<file path="src/rtl/dlpm_pkg.sv">
package dlpm_pkg;

    // table geometry
    localparam int STATES   = 64;
    localparam int SLOTS    = 16;
    localparam int MAX_LEN  = 32768;

    localparam int STATE_W  = $clog2(STATES);
    localparam int SLOT_W   = $clog2(SLOTS);
    localparam int BYTE_W   = 8;
    // slot entry: {valid, low, high, target}
    localparam int ENTRY_W  = 1 + 2 * BYTE_W + STATE_W;
    localparam int BR_W     = SLOTS * ENTRY_W;
    // one row per state: all slots plus the accept flag on top
    localparam int ROW_W    = BR_W + 1;
    localparam int ACC_BIT  = ROW_W - 1;

    localparam int BC_W     = $clog2(MAX_LEN + 1);
    localparam int OFF_W    = 15;
    localparam int POS_W    = 16;
    localparam int IDX_W    = 17;
    localparam int CFG_W    = 15;

    typedef enum logic [1:0] {
        OP_BRANCH = 2'd0,
        OP_ACCEPT = 2'd1,
        OP_SCAN   = 2'd2,
        OP_FINISH = 2'd3
    } t_op;

    typedef enum logic [0:0] {
        CFG_START_STATE  = 1'b0,
        CFG_START_OFFSET = 1'b1
    } t_cfg_idx;

    typedef enum logic [2:0] {
        ST_IDLE,
        ST_WRB,
        ST_RES,
        ST_WRA,
        ST_LOOK,
        ST_FIN,
        ST_EMIT
    } t_state;

    typedef struct packed {
        logic               hit;
        logic [STATE_W-1:0] target;
    } t_hit;

endpackage

</file>
<file path="src/rtl/dlpm_match.sv">
// First valid slot (lowest index) whose inclusive range holds the byte.
module dlpm_match (
    input  logic [dlpm_pkg::BR_W-1:0]   i_branches,
    input  logic [dlpm_pkg::BYTE_W-1:0] i_byte,
    output dlpm_pkg::t_hit              o_hit
);

    logic [dlpm_pkg::ENTRY_W-1:0] entry;
    logic [dlpm_pkg::BYTE_W-1:0]  lo;
    logic [dlpm_pkg::BYTE_W-1:0]  hi;

    always_comb begin
        o_hit = '0;
        entry = '0;
        lo    = '0;
        hi    = '0;
        // scan high to low so the lowest hit lands last
        for (int k = dlpm_pkg::SLOTS - 1; k >= 0; k--) begin
            entry = i_branches[k*dlpm_pkg::ENTRY_W +: dlpm_pkg::ENTRY_W];
            lo    = entry[dlpm_pkg::ENTRY_W-2 -: dlpm_pkg::BYTE_W];
            hi    = entry[dlpm_pkg::ENTRY_W-2-dlpm_pkg::BYTE_W -: dlpm_pkg::BYTE_W];
            if (entry[dlpm_pkg::ENTRY_W-1] && (i_byte >= lo) && (i_byte <= hi)) begin
                o_hit.hit    = 1'b1;
                o_hit.target = entry[dlpm_pkg::STATE_W-1:0];
            end
        end
    end

endmodule

</file>
<file path="config.mk">
export PLATFORM = sky130hd
export DESIGN_NAME = dlpm_match
export DESIGN_NICKNAME = d
export VERILOG_FILES = /design/src/rtl/dlpm_pkg.sv /design/src/rtl/dlpm_match.sv
export SDC_FILE = /design/constraint.sdc
export NUM_CORES = 1
export LEC_CHECK = 0
export BUFFER_PORTS_ARGS = -buffer_cell sky130_fd_sc_hd__buf_2
export CAP_MARGIN = 20
export CORE_AREA = 4 4 150 152
export DETAILED_ROUTE_END_ITERATION = 16
export DIE_AREA = 0 0 154 156
export GPL_TIMING_DRIVEN = 0
export PLACE_DENSITY_LB_ADDON = 0.2
export SLEW_MARGIN = 20
export SYNTH_ARGS = -nofsm -noshare
export SYNTH_HDL_FRONTEND = slang
export SYNTH_SLANG_ARGS = --single-unit
</file>
<file path="constraint.sdc">
create_clock -name vclk -period 2.9
set_input_delay 0.145 -clock vclk [all_inputs]
set_output_delay 0.145 -clock vclk [all_outputs]
set_load 0.05 [all_outputs]
</file>
## After elaboration in Yosys (flattened, before gate mapping)

Index checks and enable logic that the tools add are counted.

- Register bits: 0
- Input port bits: 376
- Logic and storage cells: 80
- Output and inout port bits: 7

- $lt $le $gt $ge: 32
- Reduce and logical (&&, ||, !) cells: 32
- Multiplexer cells: 16

Operators by type and width:

| cell | count |
|---|---|
| 8-bit >= comparator | 16 |
| 8-bit <= comparator | 16 |
| 7-bit 2-to-1 mux | 16 |
| 1-bit logical AND | 32 |

## Logic depth before layout (Yosys ltp)

- Word-level depth: 19
- Gate-level depth with buffers: 12
- Gate-level depth less buffers: 11

## Worst setup path after synthesis

OpenSTA, ideal clock, no wires.

- Path kind: input port to output port
- From: input port i_byte[0] (netlist bit)
- To: output port o_hit[5] (netlist bit)
- Data arrival time: 3,465 ps
- Path slack: -710 ps
- Stages on the path: 10
- Cells stage by stage: inv_1 -> ha_1 -> nand2b_1 -> a2111oi_0 -> a2111oi_1 -> o22a_1 -> or3_4 -> a2111oi_4 -> a31oi_1 -> o21ai_1

RTL lines:

| item | line | RTL |
|---|---|---|
| from (decl) | dlpm_match.sv:4 | `input logic [dlpm_pkg::BYTE_W-1:0] i_byte,` |
| to (decl) | dlpm_match.sv:5 | `output dlpm_pkg::t_hit o_hit` |

==> key figures <==
Pwr
  – Switching Share: 53.9%
  – Worst vdd ir: 0.124 mV
  – Internal: 0.925 mW
  – Part of the power in registers: 0%
  – Combinational power share: 100.0%
  – Leakage Power: 6.17 nW
  – Sw Pwr: 1.08 mW
  – Pwr per Cell Area: 193 mW/mm^2
  – Clk pwr share: 0%

STA
  – Final Max Slew Viols: 0
  – Final Hold Viols: 0
  – Final Critical Period: 3.07 ns
  – Worst-Margin Slew: 0.495 ns
  – RSZ-0062 raised after global routing: true
  – Relative slew slack: 66.5%
  – Part of the cycle the worst path needs: 106%
  – Final Setup Violations: 6
  – F_max: 326 MHz
  – Setup WS post-layout: -0.171 ns

Worst setup path
  – Critical path class: in2out
  – CP Max Fanout: 32
  – Startpoint types: primary input
  – Critical Path AT: 2.93 ns
  – CP Capture Type: output port
  – Worst endpoint required time: 2.76 ns

Layout
  – # fillers: 2204
  – Final instance count without filler cells: 1684
  – Synth-to-Final Area Change: 42.8%
  – Layout cells sized above 1: 33.6%
  – Final #Nets: 2036
  – Num sequential: 0
  – Cell area after layout: 0.0104 sq mm
  – Sequential cell area: 0 sq um
  – Layout clock buffer count: 0

Logic synthesis
  – Syn Std Cell Area: 0.00727 sq mm
  – Area contributors post-synth: ha_1, inv_1, a21oi_1
  – Synth warn: 0
  – Yosys top cell by area: ha_1
  – Mapped Nets: 1638
  – Sequential share of the synthesized area: 0%
  – Share of the synthesized area in the top cell type: 44.1%
  – Synth cell types: 64
  – Syn_area_per_cell: 7.22 sq um
  – Count leader, synth: ha_1
  – Gate Count Post-Synth: 1006
  – Synth top cells by count: ha_1, inv_1, a21oi_1, nand3_1

Clock network
  – Hold_buf cts: 0

GRT
  – Gr usage total: 23.5%
  – First-pass GRT wire length: 45200 um
  – Vias in the first global route: 8760
  – GR Overflow Total: 0
  – Pin count of the biggest net entering global routing: 33
  – Antenna violations before repair: 11

Flow run
  – Max_cap viols: 0

Die
  – Full die area: 0.0240 sq mm
  – Die height: 156 um
  – Die span in x: 154 um
  – Row count: 53
  – Io pins: 383
  – Initial Util: 34.6%
  – Core Region: 0.0210 sq mm

Detailed routing
  – Vias/cell: 5.16
  – Total Wirelength: 30400 um
  – Initial drt markers: 301
  – Post-route ant nets: 0
  – Drt wl/cell: 18.1 um
  – DRT Pass-1 Iters: 4
  – DRC Markers: 0
  – Routed via count: 8691

Placed design
  – Routability congestion estimate: 0.899
  – Placed cells: 1664
  – DP HPWL: 24800 um
  – Cell Area, Placed: 0.00976 sq mm
  – Number of port buffers: 383

Outcome
  – Violations in the final reports: setup timing
  – Status: complete, but fails checks

Min path
  – Hold Path Class: in2out
==> cells in the final DEF (no fill, tap or decap), drive strengths merged, types with 14 or more instances in the layout <==
| master | instances |
|---|---|
| nand2b | 18 |
| and3 | 17 |
| o21a | 14 |
| o21ai | 55 |
| inv | 243 |
| nor2 | 36 |
| ha | 256 |
| nand4 | 17 |
| a21oi | 62 |
| a221oi | 15 |
| nor2b | 22 |
| nand2 | 33 |
| nand3 | 44 |
| a21o | 27 |
| buf | 398 |
==> metal layers <==
layer / global-route usage [%] / share of wire (%) / vias to the layer above
met3: 5.63 / 8.5 / 37
met2: 43.4 / 49 / 308
li1: - / - / 4430
met5: 0 / 0.22 / -
met1: 27.6 / 40 / 3906
met4: 5.05 / 2.1 / 10
==> metrics by stage <==
step,hold WS [ns],utilization [%],power [mW],setup slack [ns],TNS [ns]
2_1_floorplan,0.570,-,1.12,-0.0301,-0.0850
3_3_place_gp,0.859,46.4,1.75,-1.37,-9.15
3_5_place_dp,0.854,46.4,1.78,-1.39,-9.24
4_1_cts,0.709,48.8,1.98,-0.189,-0.860
5_1_grt,0.739,49.3,2.24,-0.327,-1.72
6_report,0.708,49.4,2.01,-0.171,-0.815
==> cell families (layout without fill, tap and decap cells) <==
logic type | Yosys count | count (layout) | synth area share (%)
buffers and inverters | 252 | 648 | 13.1
and+or+nand+nor | 227 | 227 | 17.0
AOI/OAI and AO/OA | 270 | 270 | 25.7
other | 0 | 7 | 0
adders and majority gates | 256 | 256 | 44.1
muxes | 1 | 1 | 0.138
==> worst max-delay path, stage by stage <==
cell,delay (ns)
buf_12,0.20
ha_1,0.30
and3_1,0.20
a221oi_2,0.28
o31a_1,0.24
a21oi_4,0.09
nor2_4,0.25
buf_12,0.15
a221oi_2,0.04
o311a_1,0.29
o31a_1,0.35
o21ai_4,0.19
buf_8,0.16
==> repair_timing <==
item | 4_1_cts | 5_1_grt
gates cloned | 1 | 0
pin swaps | 21 | 9
endpoints found under the setup margin | 7 | 7
gates resized for setup | 95 | 19
setup buffers | 12 | 1
==> worst paths after layout <==
| kind | startpoint | depth (start not counted) | end |
|---|---|---|---|
| worst min-delay path | i_branches[28] | 4 | o_hit[5] |
| worst max-delay path | i_byte[7] | 13 | o_hit[1] |
==> power by group through the flow <==
stage	combinational (mW)	sequential (mW)	clock, mW
6_report	2.01	0	0.000000323
5_1_grt	2.24	0	0.000000231
4_1_cts	1.98	0	0
3_5_place_dp	1.78	0	0
3_3_place_gp	1.75	0	0
2_1_floorplan	1.12	0	0
==> layout make-up <==
cell class	count	area, sq um	area share [%]
multi-input combinational	754	6750	65.1
timing repair inverter	1	7.51	0.0723
buffer	7	82.6	0.796
antenna	7	17.5	0.169
timing repair buffer	396	2250	21.7
tap	275	344	3.32
inverter	244	920	8.86
Power figures use the tool's default switching activity.
