### src/rtl/dlpm_ram.sv
module dlpm_ram #(
    parameter int WIDTH = 8,
    parameter int DEPTH = 64
) (
    input  logic                     i_clk,
    input  logic                     i_wr_en,
    input  logic [$clog2(DEPTH)-1:0] i_wr_addr,
    input  logic [WIDTH-1:0]         i_wr_data,
    input  logic                     i_rd_en,
    input  logic [$clog2(DEPTH)-1:0] i_rd_addr,
    output logic [WIDTH-1:0]         o_rd_data
);

    logic [WIDTH-1:0] r_mem [DEPTH];
    logic [WIDTH-1:0] r_rd_data;

    always_ff @(posedge i_clk) begin
        if (i_wr_en) begin
            r_mem[i_wr_addr] <= i_wr_data;
        end
        if (i_rd_en) begin
            r_rd_data <= r_mem[i_rd_addr];
        end
    end

    assign o_rd_data = r_rd_data;

endmodule

### config.mk
export PLATFORM = sky130hd
export DESIGN_NAME = dlpm_ram
export DESIGN_NICKNAME = d
export VERILOG_FILES = /design/src/rtl/dlpm_ram.sv
export SDC_FILE = /design/constraint.sdc
export NUM_CORES = 1
export LEC_CHECK = 0
export BUFFER_PORTS_ARGS = -buffer_cell sky130_fd_sc_hd__buf_2
export CAP_MARGIN = 20
export CORE_ASPECT_RATIO = 1.1
export CORE_MARGIN = 2
export CORE_UTILIZATION = 49
export CTS_BUF_LIST = sky130_fd_sc_hd__clkbuf_2
export CTS_CLUSTER_DIAMETER = 100
export DETAILED_ROUTE_END_ITERATION = 12
export PLACE_DENSITY_LB_ADDON = 0.2
export SLEW_MARGIN = 0
export SYNTH_ARGS = -nofsm -noshare
export SYNTH_HDL_FRONTEND = slang
export SYNTH_SLANG_ARGS = --single-unit
### constraint.sdc
create_clock -name i_clk -period 2.6 [get_ports i_clk]
set_input_delay 0.26 -clock i_clk [delete_from_list [all_inputs] [get_ports i_clk]]
set_output_delay 0.26 -clock i_clk [all_outputs]
set_load 0.01 [all_outputs]
== Yosys cells after proc, flatten, opt, wreduce, memory -nomap -nowiden ==
Memories as Yosys holds them, arrays and structs flattened. A register that Yosys moved wholly into a read port is not among the register bits.
Cells that the tools add are included.
Word-level totals
  flip-flop bits (word level): 0
  latch bits: 0
  memory bits (writable): 512
  bits in read-only memories: 0
  input port bits: 23
  output and inout bits: 8
  word-level logic and storage cells: 3
  memories kept: 1
Operators by class
  $add $sub $neg: 0
  multiply operators: 0
  divide/modulo/power cells: 0
  magnitude comparators: 0
  eq/ne operators: 0
  shift operators: 0
  mux-type cells: 2
  bitwise operators: 0
  reduce and logical (&&, ||, !) cells: 0
Memory list
  r_mem: words 64, width 8, read ports 1, clocked after Yosys merged registers in 1, wr ports 1, RTL line 14  | logic [WIDTH-1:0] r_mem [DEPTH];
Operators by type and width (number)
  $mux W1: 2

== Logic depth before layout (Yosys ltp) ==
Gate-level depths: netlist of run 1.
  word-level depth: 2
  gate-level depth with buffers: 9
  gate-level depth less buffers: 5

== Worst setup path before layout of run 1 ==
Ideal clock, no wire load.
  kind: in2reg
  start point: input port i_rd_addr[1]
  end point: register r_rd_data[3], in the netlist o_rd_data[3] (read register of r_mem) (data pin)
  setup time: 0.266 ns
  arrival: 1.800 ns
  data required time: 2.334 ns
  setup slack: 0.534 ns
  stages: 7
  path buffers: 3
  path through: buf_4 buf_2 buf_2 mux4_2 mux4_2 o21ai_1 o41ai_1
RTL lines
  start, declared: RTL line 10  | input logic [$clog2(DEPTH)-1:0] i_rd_addr,
  end, declared: RTL line 15  | logic [WIDTH-1:0] r_rd_data;

==> impl_metrics.json, run 1 <==
{
  "final_area_mm2": 0.0231,
  "setup_viol": 0,
  "post_cts_buffers": 0,
  "cp-start-kind": "register",
  "chipHeight_um": 217,
  "share_seq_of_total_power": 0.604,
  "synth_warnings": 0,
  "swShare": 0.237,
  "grt_usage": 0.227,
  "viasPerCell": 5.78,
  "tightest_slew_ps": 880,
  "overflow": 0,
  "synth_nets": 963,
  "p_leak_nw": 7.67,
  "crit_type": "reg2reg",
  "stdcell_count": 1795,
  "hold_viol": 0,
  "timing.hold.ws_ps": 162,
  "final_nets": 1206,
  "synth_edf_count": 520,
  "grt_pass1_wl_um": 68700,
  "power.switching_w": 0.00365,
  "min_to": "o_rd_data[0]",
  "finalCritPeriodShare": 0.889,
  "synth_top_family_by_area": "multiplexers",
  "grt_max_degree": 65,
  "synth_seq_cells": 520,
  "io-pin-count": 31,
  "htree_num_levels": 3,
  "vdd_drop_max_mv": 0.614,
  "num_rows": 78,
  "p_clk_frac": 0.334,
  "syn_avg_cell_area_um2": 21.5,
  "cts_buffer_depth": 3,
  "layout-drive-gt1-share": 0.370,
  "rr_worst_depth": 5,
  "cts_sinks": 520,
  "ant_nets": 0,
  "worstHoldStart": "i_rd_addr[2]",
  "yosys.area_share.xor_xnor": 0,
  "yosysUniqueCellTypes": 39,
  "power_w": 0.0154,
  "core_area_mm2": 0.0410,
  "finClkSkew_ps": 53.6,
  "max_cap_viol_count": 0,
  "yosysSeqAreaShare": 0.771,
  "critPathArrivalTime_ps": 3100,
  "antenna_found_initial": 2,
  "rsz0062_at_grt": "no",
  "layout_common_cells": "520 x edfxtp_1, 173 x clkbuf_2, 126 x mux4_2",
  "synth_compound_gate_area_share": 0.0206,
  "synthArstFlopShare": 0,
  "synth_cells": 940,
  "cts_resized": 0,
  "max_freq_mhz": 433,
  "min_period_ps": 2310,
  "area.growth.synth_to_final_pct": 14.1,
  "vias": 10400,
  "drcViolationCount": 0,
  "initial_core_util": 0.494,
  "cp_max_fo": 1,
  "power.internal_w": 0.0118,
  "routabilityCongestion": 0.796,
  "synthAdderAreaFrac": 0,
  "dieWidth_um": 198,
  "dieArea_mm2": 0.0430,
  "worst_hold_path_type": "in2reg",
  "setup_ws_ps": 289,
  "timing.final.max_slew_violations": 0,
  "port_buffers": 30,
  "hold_buffers": 23,
  "routedWlPerCell_um": 26.3,
  "grt_pass1_vias": 10800,
  "final_common_cell": "edfxtp_1",
  "clock_latency_ps": 1090,
  "cts_buffers": 121,
  "place_area_mm2": 0.0217,
  "status": "finished clean",
  "pwr_density_cell_mw_per_mm2": 667,
  "drt_iter0_markers": 924,
  "crit_required_ps": 3390,
  "dp_slack_ps": -50.0,
  "whs_path_depth": 5,
  "routed_wl_um": 47100,
  "cts.clk_slew.worst_paths_ps": 110,
  "drt_pre_antenna_iters": 5,
  "root_buffer": "clkbuf_2",
  "reg2reg_slack_ps": 290,
  "syn-cell-area_mm2": 0.0202,
  "cts_tree": "built",
  "ys.flop_type": "edfxtp_1",
  "slew_headroom": 0.413,
  "rr_startpoint": "r_mem[20][6]",
  "worst_setup_path_end_kind": "register",
  "timing.rr.end": "o_rd_data[6]",
  "dp.cells": 1556,
  "synthSimpleGateAreaFrac": 0.0337,
  "dp_hpwl_um": 29200,
  "pwr-share-comb": 0.061,
  "synthMuxAreaShare": 0.159
}
-- worst max-delay path: stages (launching register included) --
cell,delay (ps)
edfxtp_1,390
mux4_2,480
mux2_2,280
o221a_2,280
nor3_1,460
o32ai_1,170
-- Yosys cell counts, drive strengths merged (3+ instances only) --
| master | n | area (µm²) |
|---|---|---|
| nor2b | 14 | 87.6 |
| o21ai | 4 | 20.0 |
| o2111ai | 3 | 26.3 |
| o22ai | 8 | 50.1 |
| nor2 | 83 | 312 |
| mux2i | 23 | 230 |
| clkbuf | 17 | 63.8 |
| mux2 | 13 | 146 |
| a211oi | 4 | 30.0 |
| mux4 | 126 | 2840 |
| o2bb2ai | 3 | 26.3 |
| o221ai | 8 | 70.1 |
| nor3 | 7 | 35.0 |
| a221oi | 6 | 52.6 |
| nand2 | 19 | 71.3 |
| buf | 34 | 253 |
| a22oi | 3 | 22.5 |
| nand3b | 3 | 22.5 |
| nand2b | 7 | 43.8 |
| nand3 | 13 | 65.1 |
| edfxtp | 520 | 15600 |
| a21oi | 3 | 15.0 |
-- routing by layer --
layer / global-route usage / part of all wire
met1: 0.303 / 0.41
met2: 0.357 / 0.48
met3: 0.0530 / 0.071
met4: 0.105 / 0.034
met5: 0 / 0.00028
-- registers in the layout, summed over array words and instances (netlist names) --
register   cells
r_mem        512
o_rd_data      8
-- logic make-up (layout without fill, tap and decap cells) --
group	after synthesis	in the layout
compound gates	54	54
buf+inv	51	384
flops	520	520
mux	162	162
other cells	0	2
simple gates	153	153
-- worst max path at each step --
stage                      start      endpoint  slack [ps]  cells after the start
floorplan           i_rd_addr[1]  o_rd_data[3]         530                      7
global placement    i_rd_addr[2]  o_rd_data[4]         -70                      6
detailed placement  i_rd_addr[2]  o_rd_data[4]         -50                      6
CTS                 r_mem[16][6]  o_rd_data[6]         270                      5
global route        r_mem[16][6]  o_rd_data[6]         240                      5
finish              r_mem[20][6]  o_rd_data[6]         290                      5
-- through the flow --
step / util / TNS (ps)
after global routing: 0.564 / 0
after detailed placement: 0.531 / -54.3
after CTS: 0.563 / 0
final: 0.564 / 0
after floorplan: - / 0
after global placement: 0.531 / -66.1
-- power by group through the flow --
stage / registers, W / logic, W / clock network, W
4_1_cts: 0.00931 / 0.000949 / 0.00535
3_3_place_gp: 0.00950 / 0.000911 / 0
5_1_grt: 0.00931 / 0.00101 / 0.00575
6_report: 0.00931 / 0.000945 / 0.00515
2_1_floorplan: 0.00949 / 0.000495 / 0
3_5_place_dp: 0.00950 / 0.000923 / 0
-- final cells by class --
class                           count  area (µm²)
Antenna cell                        2        5.00
Clock buffer                      173         866
Clock inverter                     40         236
Fill cell                        3186       17900
Multi-Input combinational cell    369        4320
Sequential cell                   520       15600
Tap cell                          520         651
Timing Repair Buffer              171        1420
Power figures use the tool's default switching activity.
==> run 2, diff against run 1 <==
Settings changed: CORE_MARGIN 2 to 3, CORE_UTILIZATION 49 to 65, CTS_CLUSTER_SIZE set to 14.
==> impl_metrics.json, run 2 (synthesis results as in run 1) <==
{
  "status": "finished clean",
  "hold_viol": 0,
  "final.fill_count": 1816,
  "htree_num_levels": 2,
  "drt_pre_antenna_iters": 5,
  "reg2reg_slack_ps": 230,
  "dieWidth_um": 174,
  "crit_slowest_cell": "nor3_1",
  "max_cap_viol_count": 0,
  "dp_slack_ps": 45.8,
  "worst_hold_path_type": "in2reg",
  "grt_pass1_wl_um": 65200,
  "crit_type": "reg2reg",
  "finalCritPeriodShare": 0.910,
  "rr_startpoint": "r_mem[24][6]",
  "regArea_mm2": 0.0156,
  "clock_latency_ps": 930,
  "max_stage_delay_ps": 490,
  "pwr_density_cell_mw_per_mm2": 589,
  "rr_worst_depth": 5,
  "chipHeight_um": 191,
  "port_buffers": 30,
  "min_period_ps": 2370,
  "timing.final.max_slew_violations": 0,
  "routedWlPerCell_um": 28.8,
  "routabilityCongestion": 0.813,
  "setup_tns_ps": 0,
  "layout-drive-gt1-share": 0.301,
  "ant_nets": 0,
  "finish.utilization": 0.721,
  "critPathArrivalTime_ps": 3060,
  "cp_max_fo": 1,
  "post_cts_buffers": 0,
  "drcViolationCount": 0,
  "grt_pass1_vias": 10200,
  "io-pin-count": 31,
  "timing.rr.end": "o_rd_data[6]",
  "crit_end": "o_rd_data[6]",
  "largest_register_ffs": 512,
  "final_nets": 1119,
  "cts_tree": "built",
  "overflow": 0,
  "layout_common_cells": "520 x edfxtp_1, 126 x mux4_2, 102 x buf_4",
  "dieArea_mm2": 0.0333,
  "stdcell_count": 1512,
  "tightest_slew_ps": 747,
  "max_freq_mhz": 423,
  "multi_input_area_mm2": 0.00432,
  "finClkSkew_ps": 89.9,
  "antenna_found_initial": 1,
  "grt_max_degree": 65,
  "dp.cells": 1446,
  "cts.clk_slew.worst_paths_ps": 260,
  "slew_headroom": 0.502,
  "area.growth.synth_to_final_pct": 8.94,
  "rsz0062_at_grt": "no",
  "top_register": "r_mem",
  "worst_setup_path_end_kind": "register",
  "cts_buffer_depth": 3,
  "setup_ws_ps": 235,
  "cts_sinks": 520,
  "crit_required_ps": 3300,
  "cp_cell_sequence": "mux4_2, mux2_2, o221a_2, nor3_1, o32ai_1",
  "p_leak_nw": 7.01,
  "initial_core_util": 0.662,
  "vias": 10100,
  "crit_start": "r_mem[24][6]",
  "final_common_cell": "edfxtp_1",
  "viasPerCell": 6.65,
  "grt_usage": 0.270,
  "dp_hpwl_um": 27900,
  "vdd_drop_max_mv": 0.397,
  "routed_wl_um": 43500,
  "root_buffer": "clkbuf_2",
  "drt_iter0_markers": 1214,
  "setup_viol": 0,
  "cp-start-kind": "register",
  "cts_buffers": 43,
  "num_rows": 67,
  "core_area_mm2": 0.0306
}
[run 2: report_power, final]
group	switching [W]	internal, W
registers	0.0000240	0.00929
logic	0.000544	0.000384
clock network	0.00229	0.000460
[run 2: final cells by class]
cell class                      count  area share
Antenna cell                        1    0.000113
Multi-Input combinational cell    369       0.196
Clock inverter                      1    0.000737
Clock buffer                       45      0.0102
Tap cell                          414      0.0235
Sequential cell                   520       0.708
Timing Repair Buffer              162      0.0619
[run 2: worst min-delay path by stage]
stage | startpoint | endpoint | slack (ps) | depth (start not counted)
after global routing | i_wr_addr[3] | r_mem[58][5] | 70 | 3
after detailed placement | i_rd_en | o_rd_data[2] | 660 | 1
final | i_wr_addr[4] | r_mem[58][5] | 80 | 3
after global placement | i_wr_data[1] | r_mem[5][1] | 650 | 1
after CTS | i_wr_addr[3] | r_mem[58][7] | 20 | 3
after floorplan | i_wr_data[0] | r_mem[0][0] | 360 | 0
[run 2: timing repair]
action,CTS,global route
gates resized for setup,0,0
hold buffers,19,0
endpoints found under the hold margin,417,0
[run 2: layer usage]
metal  routed length [µm]  global-route usage
met5                   40             0.00893
met4                 1400              0.0832
met3                 4440              0.0576
met2                20900               0.423
met1                16700               0.393
[run 2: through the flow]
step	cell area [µm²]	hold slack (ps)	power (W)
floorplan	20200	359	0.00999
global placement	21600	646	0.0104
detailed placement	21600	664	0.0104
CTS	22100	16.7	0.0131
global route	22100	73.6	0.0135
finish	22100	79.5	0.0130
[run 2: critical path, delay by kind of cell (launching register included)]
| family | cells | cell delay [ps] |
|---|---|---|
| simple gates | 1 | 490 |
| mux | 2 | 760 |
| flops | 1 | 460 |
| compound gates | 2 | 440 |
==> run 3, diff against run 2 <==
Settings changed: RECOVER_POWER set to 50.
==> impl_metrics.json, run 3 (synthesis results as in run 1) <==
{
  "status": "finished with violations",
  "violations": "max-capacitance violations, max-slew violations",
  "viasPerCell": 6.67,
  "final_nets": 1119,
  "dieArea_mm2": 0.0333,
  "core_area_mm2": 0.0306,
  "area.growth.synth_to_final_pct": 8.30,
  "finClkSkew_ps": 91.4,
  "pwr_density_cell_mw_per_mm2": 592,
  "ant_nets": 0,
  "dp_slack_ps": 45.8,
  "finalCritPeriodShare": 0.914,
  "routed_wl_um": 43500,
  "slew_headroom": -0.123,
  "cp-start-kind": "register",
  "max_cap_viol_count": 1,
  "p_leak_nw": 6.90,
  "final_common_cell": "edfxtp_1",
  "dp_hpwl_um": 27900,
  "chipHeight_um": 191,
  "clock_latency_ps": 920,
  "initial_core_util": 0.662,
  "tightest_slew_ps": 1680,
  "crit_type": "reg2reg",
  "antenna_found_initial": 1,
  "largest_register_ffs": 512,
  "htree_num_levels": 2,
  "num_rows": 67,
  "cts_sinks": 520,
  "drt_pre_antenna_iters": 5,
  "min_period_ps": 2380,
  "layout-drive-gt1-share": 0.279,
  "port_buffers": 30,
  "hold_viol": 0,
  "post_cts_buffers": 0,
  "cts_buffers": 43,
  "grt_max_degree": 65,
  "setup_ws_ps": 224,
  "routedWlPerCell_um": 28.8,
  "root_buffer": "clkbuf_2",
  "vdd_drop_max_mv": 0.400,
  "crit_required_ps": 3290,
  "final.fill_count": 1844,
  "io-pin-count": 31,
  "setup_viol": 0,
  "layout_common_cells": "520 x edfxtp_1, 126 x mux4_2, 86 x buf_4",
  "dieWidth_um": 174,
  "max_freq_mhz": 421,
  "routabilityCongestion": 0.813,
  "regArea_mm2": 0.0156,
  "cp_max_fo": 1,
  "top_register": "r_mem",
  "dp.cells": 1446,
  "grt_pass1_vias": 10200,
  "vias": 10100,
  "cts_buffer_depth": 3,
  "overflow": 0,
  "stdcell_count": 1512,
  "critPathArrivalTime_ps": 3060,
  "worst_hold_path_type": "in2reg",
  "drcViolationCount": 0,
  "timing.final.max_slew_violations": 34,
  "drt_iter0_markers": 1138,
  "grt_usage": 0.270,
  "rsz0062_at_grt": "no",
  "worst_setup_path_end_kind": "register",
  "cts.clk_slew.worst_paths_ps": 260,
  "setup_tns_ps": 0,
  "multi_input_area_mm2": 0.00432,
  "grt_pass1_wl_um": 65200,
  "cts_tree": "built"
}
==> run 3: what timing repair did <==
| item | in CTS | in global routing |
|---|---|---|
| hold buffers | 19 | 0 |
| resized for setup | 0 | 0 |
| hold endpoints to repair | 417 | 0 |
| setup endpoints to repair | 0 | 0 |
==> run 3: power breakdown <==
part	internal, W	switching, W	total, W
Clock	0.000460	0.00229	0.00275
Sequential	0.00930	0.0000235	0.00932
Combinational	0.000366	0.000543	0.000909
Total	0.0101	0.00285	0.0130
==> run 3: final cells by class <==
| type | instances | share of cell area |
|---|---|---|
| flip-flops and latches | 520 | 0.712 |
| multi-input cells | 369 | 0.197 |
| repair buffers | 162 | 0.0563 |
| well taps | 414 | 0.0236 |
| clock buffers | 45 | 0.0103 |
| clock inverters | 1 | 0.000742 |
| diodes | 1 | 0.000114 |
==> run 3: path summary, 6_finish.rpt <==
check	slack [ps]	cells past startpoint	endpoint	start
setup / recovery	220	5	o_rd_data[6]	r_mem[24][6]
hold / removal	90	3	r_mem[58][7]	i_wr_addr[4]
setup reg to reg	220	5	o_rd_data[6]	r_mem[24][6]
hold reg to reg	940	3	o_rd_data[4]	r_mem[31][4]
==> run 3: worst max-delay path, cell delays in order, from the launching register on <==
cell	delay [ps]
edfxtp_1	470
mux4_2	470
mux2_2	290
o221a_2	280
nor3_1	480
o32ai_1	160
==> run 3: per-layer routing <==
metal	vias to the layer above	share of wire	global-route usage
li1	4208	-	-
met1	5245	0.39	0.393
met4	2	0.033	0.0832
met3	95	0.098	0.0576
met5	-	0.00092	0.00893
met2	534	0.48	0.423
==> run 3: stage by stage <==
step	util	total power (W)	hold WS, ps	cell area (µm²)
after CTS	0.721	0.0131	16.7	22100
after floorplan	-	0.00999	359	20200
after detailed placement	0.707	0.0104	664	21600
final	0.717	0.0130	87.2	21900
after global placement	0.707	0.0104	646	21600
after global routing	0.717	0.0134	73.6	21900
